===== config.mk =====
export PLATFORM = sky130hd
export DESIGN_NAME = page_victim_selector
export DESIGN_NICKNAME = d
export VERILOG_FILES = /design/src/design/pvs_pkg.sv /design/src/design/page_victim_selector.sv
export VERILOG_INCLUDE_DIRS = /design/src /design/src/design
export SDC_FILE = /design/constraint.sdc
export NUM_CORES = 2
export LEC_CHECK = 0
export BUFFER_PORTS_ARGS = -buffer_cell sky130_fd_sc_hd__buf_2
export CORE_MARGIN = 4
export CORE_UTILIZATION = 53
export CTS_BUF_LIST = sky130_fd_sc_hd__clkbuf_4 sky130_fd_sc_hd__clkbuf_8
export DETAILED_ROUTE_END_ITERATION = 8
export PLACE_DENSITY = 0.79
export RECOVER_POWER = 50
export SYNTH_ARGS = -nofsm -noshare
export SYNTH_HDL_FRONTEND = slang
export SYNTH_SLANG_ARGS = --single-unit

===== constraint.sdc =====
create_clock -name clk -period 10.4 [get_ports clk]
set_input_delay 2.08 -clock clk [delete_from_list [all_inputs] [get_ports clk]]
set_output_delay 2.08 -clock clk [all_outputs]
set_load 0.02 [all_outputs]

===== src/design/page_victim_selector_assert.svh =====
// Assertion macros for the page victim selector.
`ifndef PAGE_VICTIM_SELECTOR_ASSERT_SVH
`define PAGE_VICTIM_SELECTOR_ASSERT_SVH

// Asserts that a condition implies another in the same cycle.
`define PVS_ASSERT_IMPLY(label, clk, rst_n, cond, prop) \
    label: assert property (@(posedge clk) disable iff (!rst_n) (cond) |-> (prop)) \
        else $error("implication failed");

// Asserts that a condition implies another in the next cycle.
`define PVS_ASSERT_NEXT(label, clk, rst_n, cond, prop) \
    label: assert property (@(posedge clk) disable iff (!rst_n) (cond) |=> (prop)) \
        else $error("next-cycle implication failed");

`endif


===== src/design/pvs_pkg.sv =====
package pvs_pkg;

    localparam int ENTRIES_DEFAULT = 32;
    localparam int SWAP_SLOTS_DEFAULT = 16;

    localparam int CMD_W = 2;
    localparam int IDX_W = 5;
    localparam int PID_W = 16;
    localparam int SEQ_W = 16;
    localparam int STATUS_W = 2;
    localparam int SLOT_W = 4;

    localparam logic [CMD_W-1:0] CMD_PLACE = 2'd0;
    localparam logic [CMD_W-1:0] CMD_REFERENCE = 2'd1;
    localparam logic [CMD_W-1:0] CMD_EVICT = 2'd2;
    localparam logic [CMD_W-1:0] CMD_RELEASE = 2'd3;

    localparam logic [STATUS_W-1:0] ST_DONE = 2'd0;
    localparam logic [STATUS_W-1:0] ST_NO_SLOT = 2'd1;
    localparam logic [STATUS_W-1:0] ST_NO_VICTIM = 2'd2;

    localparam logic POLICY_LIFO = 1'b0;
    localparam logic POLICY_FIFO = 1'b1;

endpackage


===== src/design/page_victim_selector.sv =====
// Page victim selector with LIFO and second-chance FIFO policies.
// Requests enter on in_valid/in_stall (cmd, entry_index, page_id); each request
// gives exactly one result on out_valid/out_stall (status, victim_entry,
// victim_page_id, swap_slot). cfg_valid/cfg_ready writes policy_mode.
// Entry data lives in one memory with a registered read port; the per-entry
// flags live in flip-flops. An evict first scans the swap slot table, one
// slot per cycle, then scans the entry table, one entry per cycle, with
// each entry read from the memory in the cycle before it is compared.
// In second-chance mode every re-queue costs another entry scan, so an
// evict with R re-queues scans the entry table R + 1 times, R <= ENTRIES.
// One request is in progress at a time; in_stall is high until the result
// has been taken. A stalled result holds its value on the output ports.
// Reset clears all flags, the slot table, the sequence counter and sets the
// policy to second-chance FIFO; it takes effect at once with no sweep.
// Entry page ids and sequence numbers are only read for active entries, and
// release clears the flags, so no clearing pass of the memory is needed.
module page_victim_selector
    import pvs_pkg::*;
#(
    parameter int ENTRIES = ENTRIES_DEFAULT,
    parameter int SWAP_SLOTS = SWAP_SLOTS_DEFAULT
)
(
    input  logic                clk,
    input  logic                rst_n,
    input  logic                in_valid,
    output logic                in_stall,
    input  logic [CMD_W-1:0]    cmd,
    input  logic [IDX_W-1:0]    entry_index,
    input  logic [PID_W-1:0]    page_id,
    output logic                out_valid,
    input  logic                out_stall,
    output logic [STATUS_W-1:0] status,
    output logic [IDX_W-1:0]    victim_entry,
    output logic [PID_W-1:0]    victim_page_id,
    output logic [SLOT_W-1:0]   swap_slot,
    input  logic                cfg_valid,
    output logic                cfg_ready,
    input  logic                policy_mode
);
`include "page_victim_selector_assert.svh"

    localparam int EW = (ENTRIES > 1) ? $clog2(ENTRIES) : 1;
    localparam int SW = (SWAP_SLOTS > 1) ? $clog2(SWAP_SLOTS) : 1;
    localparam int ECW = $clog2(ENTRIES + 1);
    localparam int SCW = $clog2(SWAP_SLOTS + 1);

    typedef enum logic [2:0] {
        S_IDLE, S_SLOT, S_SCAN, S_DECIDE, S_FINISH, S_OUT
    } state_t;

    typedef struct packed {
        logic [SEQ_W-1:0] seq;
        logic [PID_W-1:0] pid;
    } entry_t;

    entry_t                 entry_mem [ENTRIES];
    entry_t                 rd_reg;
    logic [EW-1:0]          rd_addr;
    logic                   wr_en;
    logic [EW-1:0]          wr_addr;
    entry_t                 wr_data;

    logic [PID_W-1:0]       slot_mem [SWAP_SLOTS];
    logic [PID_W-1:0]       slot_rd_reg;
    logic [SW-1:0]          slot_rd_addr;

    state_t                 state_reg;
    logic [ENTRIES-1:0]     active_reg;
    logic [ENTRIES-1:0]     present_reg;
    logic [ENTRIES-1:0]     refd_reg;
    logic [SEQ_W-1:0]       seq_cnt_reg;
    logic                   policy_reg;
    logic [CMD_W-1:0]       cmd_reg;
    logic [IDX_W-1:0]       idx_reg;
    logic [PID_W-1:0]       pid_reg;
    logic [SCW-1:0]         scnt_reg;
    logic [SW-1:0]          slot_reg;
    logic [ECW-1:0]         ecnt_reg;
    logic                   rd_ok_reg;
    logic [EW-1:0]          rd_idx_reg;
    logic                   best_ok_reg;
    logic [EW-1:0]          best_reg;
    logic [SEQ_W-1:0]       best_age_reg;
    logic [PID_W-1:0]       best_pid_reg;
    logic [ECW-1:0]         requeue_reg;
    logic                   out_valid_reg;
    logic [STATUS_W-1:0]    status_reg;
    logic [IDX_W-1:0]       victim_entry_reg;
    logic [PID_W-1:0]       victim_page_id_reg;
    logic [SLOT_W-1:0]      swap_slot_reg;

    logic                   in_fire;
    logic                   idx_ok;
    logic [EW-1:0]          idx_e;
    logic [SEQ_W-1:0]       rd_age;
    logic                   rd_cand;
    logic                   better;
    logic                   slot_wr_en;

    assign in_fire = in_valid && !in_stall;
    assign in_stall = (state_reg != S_IDLE);
    assign cfg_ready = (state_reg == S_IDLE) && !in_valid;
    assign idx_ok = (ENTRIES'(32'd0) == '0) && (32'(idx_reg) < ENTRIES);
    assign idx_e = EW'(idx_reg);
    assign rd_age = seq_cnt_reg - rd_reg.seq;
    assign rd_cand = rd_ok_reg && active_reg[rd_idx_reg] && present_reg[rd_idx_reg];
    assign slot_wr_en = (state_reg == S_FINISH);

    always_comb
    begin
        if (!best_ok_reg)
        begin
            better = 1'b1;
        end
        else if (policy_reg == POLICY_FIFO)
        begin
            better = rd_age > best_age_reg;
        end
        else
        begin
            better = rd_age < best_age_reg;
        end
    end

    always_comb
    begin
        rd_addr = EW'(ecnt_reg);
        wr_en = 1'b0;
        wr_addr = idx_e;
        wr_data.seq = seq_cnt_reg;
        wr_data.pid = pid_reg;
        if (state_reg == S_DECIDE && best_ok_reg && refd_reg[best_reg]
            && policy_reg == POLICY_FIFO && requeue_reg < ECW'(ENTRIES))
        begin
            wr_en = 1'b1;
            wr_addr = best_reg;
            wr_data.pid = best_pid_reg;
        end
        else if (state_reg == S_FINISH)
        begin
            wr_en = 1'b1;
            wr_addr = best_reg;
            wr_data.seq = '0;
            wr_data.pid = best_pid_reg;
        end
        else if (state_reg == S_SLOT && scnt_reg == '0 && idx_ok
                 && (cmd_reg == CMD_PLACE || cmd_reg == CMD_RELEASE))
        begin
            wr_en = 1'b1;
            if (cmd_reg == CMD_RELEASE)
            begin
                wr_data = '0;
            end
        end
    end

    assign slot_rd_addr = SW'(scnt_reg);

    always_ff @(posedge clk)
    begin
        if (wr_en)
        begin
            entry_mem[wr_addr] <= wr_data;
        end
        rd_reg <= entry_mem[rd_addr];
        slot_rd_reg <= slot_mem[slot_rd_addr];
    end

    always_ff @(posedge clk or negedge rst_n)
    begin
        if (!rst_n)
        begin
            for (int i = 0; i < SWAP_SLOTS; i++)
            begin
                slot_mem[i] <= '0;
            end
        end
        else if (slot_wr_en)
        begin
            slot_mem[slot_reg] <= best_pid_reg;
        end
    end

    always_ff @(posedge clk or negedge rst_n)
    begin
        if (!rst_n)
        begin
            state_reg <= S_IDLE;
            active_reg <= '0;
            present_reg <= '0;
            refd_reg <= '0;
            seq_cnt_reg <= '0;
            policy_reg <= POLICY_FIFO;
            cmd_reg <= CMD_PLACE;
            idx_reg <= '0;
            pid_reg <= '0;
            scnt_reg <= '0;
            slot_reg <= '0;
            ecnt_reg <= '0;
            rd_ok_reg <= 1'b0;
            rd_idx_reg <= '0;
            best_ok_reg <= 1'b0;
            best_reg <= '0;
            best_age_reg <= '0;
            best_pid_reg <= '0;
            requeue_reg <= '0;
            out_valid_reg <= 1'b0;
            status_reg <= ST_DONE;
            victim_entry_reg <= '0;
            victim_page_id_reg <= '0;
            swap_slot_reg <= '0;
        end
        else
        begin
            if (cfg_valid && cfg_ready)
            begin
                policy_reg <= policy_mode;
            end
            unique case (state_reg)
                S_IDLE:
                begin
                    if (in_fire)
                    begin
                        cmd_reg <= cmd;
                        idx_reg <= entry_index;
                        pid_reg <= page_id;
                        scnt_reg <= '0;
                        state_reg <= S_SLOT;
                    end
                end
                S_SLOT:
                begin
                    status_reg <= ST_DONE;
                    victim_entry_reg <= '0;
                    victim_page_id_reg <= '0;
                    swap_slot_reg <= '0;
                    if (cmd_reg != CMD_EVICT)
                    begin
                        if (idx_ok)
                        begin
                            unique case (cmd_reg)
                                CMD_PLACE:
                                begin
                                    active_reg[idx_e] <= 1'b1;
                                    present_reg[idx_e] <= 1'b1;
                                    refd_reg[idx_e] <= 1'b0;
                                    seq_cnt_reg <= seq_cnt_reg + 1'b1;
                                end
                                CMD_REFERENCE:
                                begin
                                    if (active_reg[idx_e])
                                    begin
                                        refd_reg[idx_e] <= 1'b1;
                                    end
                                end
                                default:
                                begin
                                    active_reg[idx_e] <= 1'b0;
                                    present_reg[idx_e] <= 1'b0;
                                    refd_reg[idx_e] <= 1'b0;
                                end
                            endcase
                        end
                        out_valid_reg <= 1'b1;
                        state_reg <= S_OUT;
                    end
                    else if (scnt_reg != '0 && slot_rd_reg == '0)
                    begin
                        slot_reg <= SW'(scnt_reg - 1'b1);
                        ecnt_reg <= '0;
                        rd_ok_reg <= 1'b0;
                        best_ok_reg <= 1'b0;
                        requeue_reg <= '0;
                        state_reg <= S_SCAN;
                    end
                    else if (scnt_reg == SCW'(SWAP_SLOTS))
                    begin
                        status_reg <= ST_NO_SLOT;
                        out_valid_reg <= 1'b1;
                        state_reg <= S_OUT;
                    end
                    else
                    begin
                        scnt_reg <= scnt_reg + 1'b1;
                    end
                end
                S_SCAN:
                begin
                    if (rd_cand && better)
                    begin
                        best_ok_reg <= 1'b1;
                        best_reg <= rd_idx_reg;
                        best_age_reg <= rd_age;
                        best_pid_reg <= rd_reg.pid;
                    end
                    if (ecnt_reg == ECW'(ENTRIES))
                    begin
                        rd_ok_reg <= 1'b0;
                        state_reg <= S_DECIDE;
                    end
                    else
                    begin
                        rd_ok_reg <= 1'b1;
                        rd_idx_reg <= EW'(ecnt_reg);
                        ecnt_reg <= ecnt_reg + 1'b1;
                    end
                end
                S_DECIDE:
                begin
                    ecnt_reg <= '0;
                    if (!best_ok_reg)
                    begin
                        status_reg <= ST_NO_VICTIM;
                        out_valid_reg <= 1'b1;
                        state_reg <= S_OUT;
                    end
                    else if (policy_reg == POLICY_FIFO && refd_reg[best_reg])
                    begin
                        if (requeue_reg >= ECW'(ENTRIES))
                        begin
                            status_reg <= ST_NO_VICTIM;
                            out_valid_reg <= 1'b1;
                            state_reg <= S_OUT;
                        end
                        else
                        begin
                            refd_reg[best_reg] <= 1'b0;
                            seq_cnt_reg <= seq_cnt_reg + 1'b1;
                            requeue_reg <= requeue_reg + 1'b1;
                            best_ok_reg <= 1'b0;
                            state_reg <= S_SCAN;
                        end
                    end
                    else
                    begin
                        state_reg <= S_FINISH;
                    end
                end
                S_FINISH:
                begin
                    present_reg[best_reg] <= 1'b0;
                    victim_entry_reg <= IDX_W'(best_reg);
                    victim_page_id_reg <= best_pid_reg;
                    swap_slot_reg <= SLOT_W'(slot_reg);
                    out_valid_reg <= 1'b1;
                    state_reg <= S_OUT;
                end
                S_OUT:
                begin
                    if (!out_stall)
                    begin
                        out_valid_reg <= 1'b0;
                        state_reg <= S_IDLE;
                    end
                end
                default:
                begin
                    state_reg <= S_IDLE;
                end
            endcase
        end
    end

    assign out_valid = out_valid_reg;
    assign status = status_reg;
    assign victim_entry = victim_entry_reg;
    assign victim_page_id = victim_page_id_reg;
    assign swap_slot = swap_slot_reg;

    `PVS_ASSERT_IMPLY(a_out_in_out_state, clk, rst_n, out_valid, state_reg == S_OUT)
    `PVS_ASSERT_IMPLY(a_victim_only_done, clk, rst_n, out_valid && status != ST_DONE,
        victim_page_id == '0 && victim_entry == '0 && swap_slot == '0)
    `PVS_ASSERT_NEXT(a_requeue_bounded, clk, rst_n, state_reg == S_DECIDE,
        requeue_reg <= ECW'(ENTRIES))

endmodule


Word-level counts from Yosys, hierarchy flattened
Memories as Yosys holds them, arrays and structs flattened. A register that Yosys moved wholly into a read port is not among the register bits.
Index checks and enable logic that the tools add are counted.

storage, ports and cells
  register bits after elaboration = 504
  memory bits (writable) = 1024
  memories kept = 1

cells by class
  add/subtract/negate cells = 6
  magnitude comparators = 12
  equal/unequal tests = 31
  mux-type cells = 99
  bitwise logic cells = 15
  reductions and logical operators = 48

memory list
  memory     depth  width  read ports  clocked after memory_dff  write ports  RTL line                    RTL
  entry_mem  32     32     1           1                         1            page_victim_selector.sv:57  entry_t entry_mem [ENTRIES];

operator list
  operator                                                     count
  2-to-1 mux 32 bit                                            10
  bitwise mux 256 bit                                          1
  case mux 32 bit (2 select lines)                             4
  AND 32 bit                                                   5
  2-to-1 mux 16 bit                                            10
  bitwise OR 32 bit                                            3
  binary-select mux 16 bit (select 4 bit)                      1
  demux 16 bit (select 4 bit)                                  1
  NOT 32 bit                                                   2
  case mux 16 bit (2 select lines)                             2
  2-to-1 mux 6 bit                                             6
  2-to-1 mux 1 bit                                             30
  2-to-1 mux 5 bit                                             6
  2-to-1 mux 3 bit                                             9
  inequality test 2 bit (second input constant)                12
  AND reduction 6 bit                                          4
  binary-select mux 1 bit (select 5 bit)                       4
  case mux 5 bit (2 select lines)                              2
  less-than comparator 5 x 6 -> 1 bit (second input constant)  3
  case mux 3 bit (6 select lines)                              1
  case mux 6 bit (3 select lines)                              1
  logical AND 1 bit                                            17
  adder 16 x 1 -> 16 bit (second input constant)               1
  greater-than comparator 16 bit                               1
  other kinds (46)                                             75

Longest topological paths before layout
  depth after elaboration = 10
  depth in mapped cells = 19
  mapped depth without buffers = 17

Least setup slack after synthesis
No wires, ideal clock.

  path kind = in2out
  start point = input port in_valid
  end point = output port cfg_ready
  data arrival time = 2.402 ns
  setup slack = 5.918 ns
  cell stages on the path = 1
  buffers on the path = 0
  cell sequence = nor2_1

on the way
  word-level cells in the longest chain between the ends = 2

RTL lines
  item               RTL line                     RTL
  start, declared    page_victim_selector.sv:26   input logic in_valid,
  zero test 1 bit    page_victim_selector.sv:103  assign cfg_ready = (state_reg == S_IDLE) && !in_valid;
  logical AND 1 bit  page_victim_selector.sv:103
  end, declared      page_victim_selector.sv:38   output logic cfg_ready,

No other way between the ends.

Worst setup path in the final report
  start point = register scnt_reg[0]
  end point = memory entry_mem[19][10] in the netlist's numbering (enable)

on the way
  word-level cells in the longest chain between the ends = 8

RTL lines
  item                                    RTL line                     RTL
  start, declared                         page_victim_selector.sv:77   logic [SCW-1:0] scnt_reg;
  start signal, assigned                  page_victim_selector.sv:285  scnt_reg <= scnt_reg + 1'b1;
  zero test 5 bit                         page_victim_selector.sv:147  else if (state_reg == S_SLOT && scnt_reg == '0 && idx_ok
  logical AND 1 bit                       page_victim_selector.sv:147
  logical AND 1 bit                       page_victim_selector.sv:148  && (cmd_reg == CMD_PLACE || cmd_reg == CMD_RELEASE))
  2-to-1 mux 1 bit                        page_victim_selector.sv:147
  2-to-1 mux 1 bit                        page_victim_selector.sv:140  else if (state_reg == S_FINISH)
  2-to-1 mux 1 bit                        page_victim_selector.sv:133  if (state_reg == S_DECIDE && best_ok_reg && refd_reg[best_reg]
  2-to-1 mux 1 bit                        page_victim_selector.sv:162  if (wr_en)
  2-to-1 mux 1 bit (implied by the code)  page_victim_selector.sv:164  entry_mem[wr_addr] <= wr_data;
  end, declared                           page_victim_selector.sv:57

No other way between the ends.

==> results.sh <==
export IMPL_outcome="finished with violations"
export IMPL_failed_checks="max-capacitance violations, max-slew violations"
export IMPL_tns_ns=0
export IMPL_yosysMostFrequentCell="edfxtp_1"
export IMPL_finalSetupViolations=0
export IMPL_whs_ns=0.443
export IMPL_clkTransAtPathRegs_ns=0.06
export IMPL_period_needed_ns=6.77
export IMPL_vias=35100
export IMPL_yosysWarnings=0
export IMPL_globalplace_congestion=0.933
export IMPL_root_buffer="clkbuf_8"
export IMPL_drc=0
export IMPL_areaGrowthSynthToFinish_pct=11.2
export IMPL_worst_slew_pin_slew_ns=4.56
export IMPL_finalCritPeriodShare=0.651
export IMPL_crit_top_cell="nor2_1"
export IMPL_rows=127
export IMPL_overflow=0
export IMPL_path_cells="inv_1, ha_1, nor3b_1, nor2b_1, nand2_1, nor2_1, nor2_1, clkbuf_1, a21oi_1, buf_4"
export IMPL_cellLeakagePower_nw=25.9
export IMPL_synthTopCellsByArea="edfxtp_1 48%, dfrtp_1 19%, mux4_2 14%"
export IMPL_seqCellArea_um2=43900
export IMPL_arrival_ns=7.32
export IMPL_irDropWorstVdd_v=0.000164
export IMPL_max_cap_viol_count=21
export IMPL_num_fill_cells=8481
export IMPL_synth_common_cells="1024 x edfxtp_1, 487 x dfrtp_1, 407 x mux4_2"
export IMPL_cts_sinks=1560
export IMPL_synthArstFlopShare=0.313
export IMPL_critPathCaptureType="flip-flop"
export IMPL_via_per_inst=6.36
export IMPL_p_per_area_nw_per_um2=231
export IMPL_ys_seq_elements=1560
export IMPL_postCtsHoldBufs=0
export IMPL_crit_type="reg2reg"
export IMPL_synth_fp_nets=3646
export IMPL_htreeDepth=4
export IMPL_min_delay_path_class="reg2reg"
export IMPL_cts_tree="built"
export IMPL_startpoint_type="flip-flop"
export IMPL_grt_max_degree=126
export IMPL_multi_input_area_um2=19500
export IMPL_setup_ws_ns=3.63
export IMPL_die_w_um=356
export IMPL_cts_resized_gates=0
export IMPL_detailedRoute_firstIterationViolations=4594
export IMPL_synth_edf_count=1024
export IMPL_start_util=0.535
export IMPL_clock_path_buffers=3
export IMPL_relSlewSlack=-2.04
export IMPL_drtPass1Iterations=6
export IMPL_wl_per_cell_um=28.2
export IMPL_yosysTopAreaCell="edfxtp_1"
export IMPL_io_pins=59
export IMPL_synthCells=3573
export IMPL_numCtsBuffers=230
export IMPL_utilization=0.595
export IMPL_slowest_stage="a21oi_1"
export IMPL_clock_skew_ns=0.0393
export IMPL_holdPathStages=1
export IMPL_ant_nets=0
export IMPL_fin_nets=3780
export IMPL_clock_latency_ns=0.92
export IMPL_ys_seq_area_frac=0.683
export IMPL_wl_mm=156
export IMPL_post_place_ws_ns=5.61
export IMPL_synth_area_um2=64300
export IMPL_fmax_mhz=148
export IMPL_core_area_um2=120000
export IMPL_antenna_found_initial=2
export IMPL_grt_pass1_vias=35600
export IMPL_cp_max_fo=42
export IMPL_drv_slew=753
export IMPL_drive_gt1_frac=0.329
export IMPL_cts_setup_buffers=0
export IMPL_synth_ff_type="edfxtp_1"
export IMPL_r2r_cells=10
export IMPL_largest_reg_flops=1024
export IMPL_hold_viol=0
export IMPL_port_buffers=58
export IMPL_grt_first_pass_wirelength_mm=232
export IMPL_worstPathRequired_ns=10.95
export IMPL_final_cells=5522
export IMPL_die_h_um=356
export IMPL_die_area_um2=127000
export IMPL_grt_usage=0.247
export IMPL_synth_top_area_frac=0.478
export IMPL_dp_cells=5087
export IMPL_critPathMaxStageDelay_ns=1.97
export IMPL_dpl_hpwl_mm=82.9
export IMPL_avgSynthCellArea_um2=18.0
export IMPL_rsz0062_at_grt="false"
export IMPL_ys_types=83
path summary, 6_finish.rpt:
check | to | slack (ns) | start
hold reg to reg | best_pid_reg[10] | 0.44 | rd_reg[10]
max in group asynchronous | ecnt_reg[1] | 4.50 | rst_n
setup reg to reg | entry_mem[19][10] | 3.63 | scnt_reg[0]
min in group asynchronous | asynchronous set/reset pin | 1.24 | rst_n
hold / removal | best_pid_reg[10] | 0.44 | rd_reg[10]
setup / recovery | entry_mem[19][10] | 3.63 | scnt_reg[0]
routing by layer:
metal	share of wire	wire, µm	global-route usage
met5	0.000084	13	0
met4	0.034	5240	0.0887
met3	0.096	15000	0.0504
met2	0.49	76900	0.406
met1	0.38	58400	0.332
report_power, final:
part           internal [mW]  switching (mW)
Clock                   2.95            2.37
Sequential              7.56           0.324
Combinational           1.21            2.10
Total                   11.7            4.79
cells in the final DEF (no fill, tap or decap), types with 43 or more instances in the layout:
cell type	instances
clkbuf_4	63
o21ai_0	136
nor2_1	72
inv_1	52
edfxtp_1	1024
dfrtp_1	481
a22oi_1	59
nand2_1	156
mux2_2	326
nand3_1	84
clkbuf_1	48
buf_4	59
ha_1	43
dfxtp_1	48
mux4_2	407
clkbuf_8	260
area by class of cell:
type / instances / area share
sequential: 1560 / 0.614
multi-input combinational: 1724 / 0.272
clock buffer: 323 / 0.0567
tap: 1612 / 0.0282
clock inverter: 109 / 0.0140
timing repair buffer: 139 / 0.0115
inverter: 52 / 0.00273
antenna: 3 / 0.000105
cells by family after synthesis:
group                    synth area share
AO/OA/AOI/OAI                      0.0388
XOR/XNOR                          0.00490
adder cells (fa/ha/maj)           0.00868
buffers and inverters              0.0194
flip-flops                          0.683
multiplexers                        0.209
AND/OR/NAND/NOR                    0.0367
per-stage QoR:
step / power, mW / cell area [µm²]
final: 16.5 / 71500
after global routing: 17.2 / 71500
after CTS: 16.6 / 71800
after detailed placement: 11.3 / 66700
after global placement: 11.2 / 66700
after floorplan: 10.2 / 64300
critical path, delay by kind of cell (launching register included):
kind	cells	cell delay (ns)
AOI/OAI and AO/OA	1	1.97
and+or+nand+nor	5	1.54
buffers and inverters	3	1.43
DFF	1	1.27
adders and majority gates	1	0.19
Note: power is estimated with default switching activity, not from simulation.
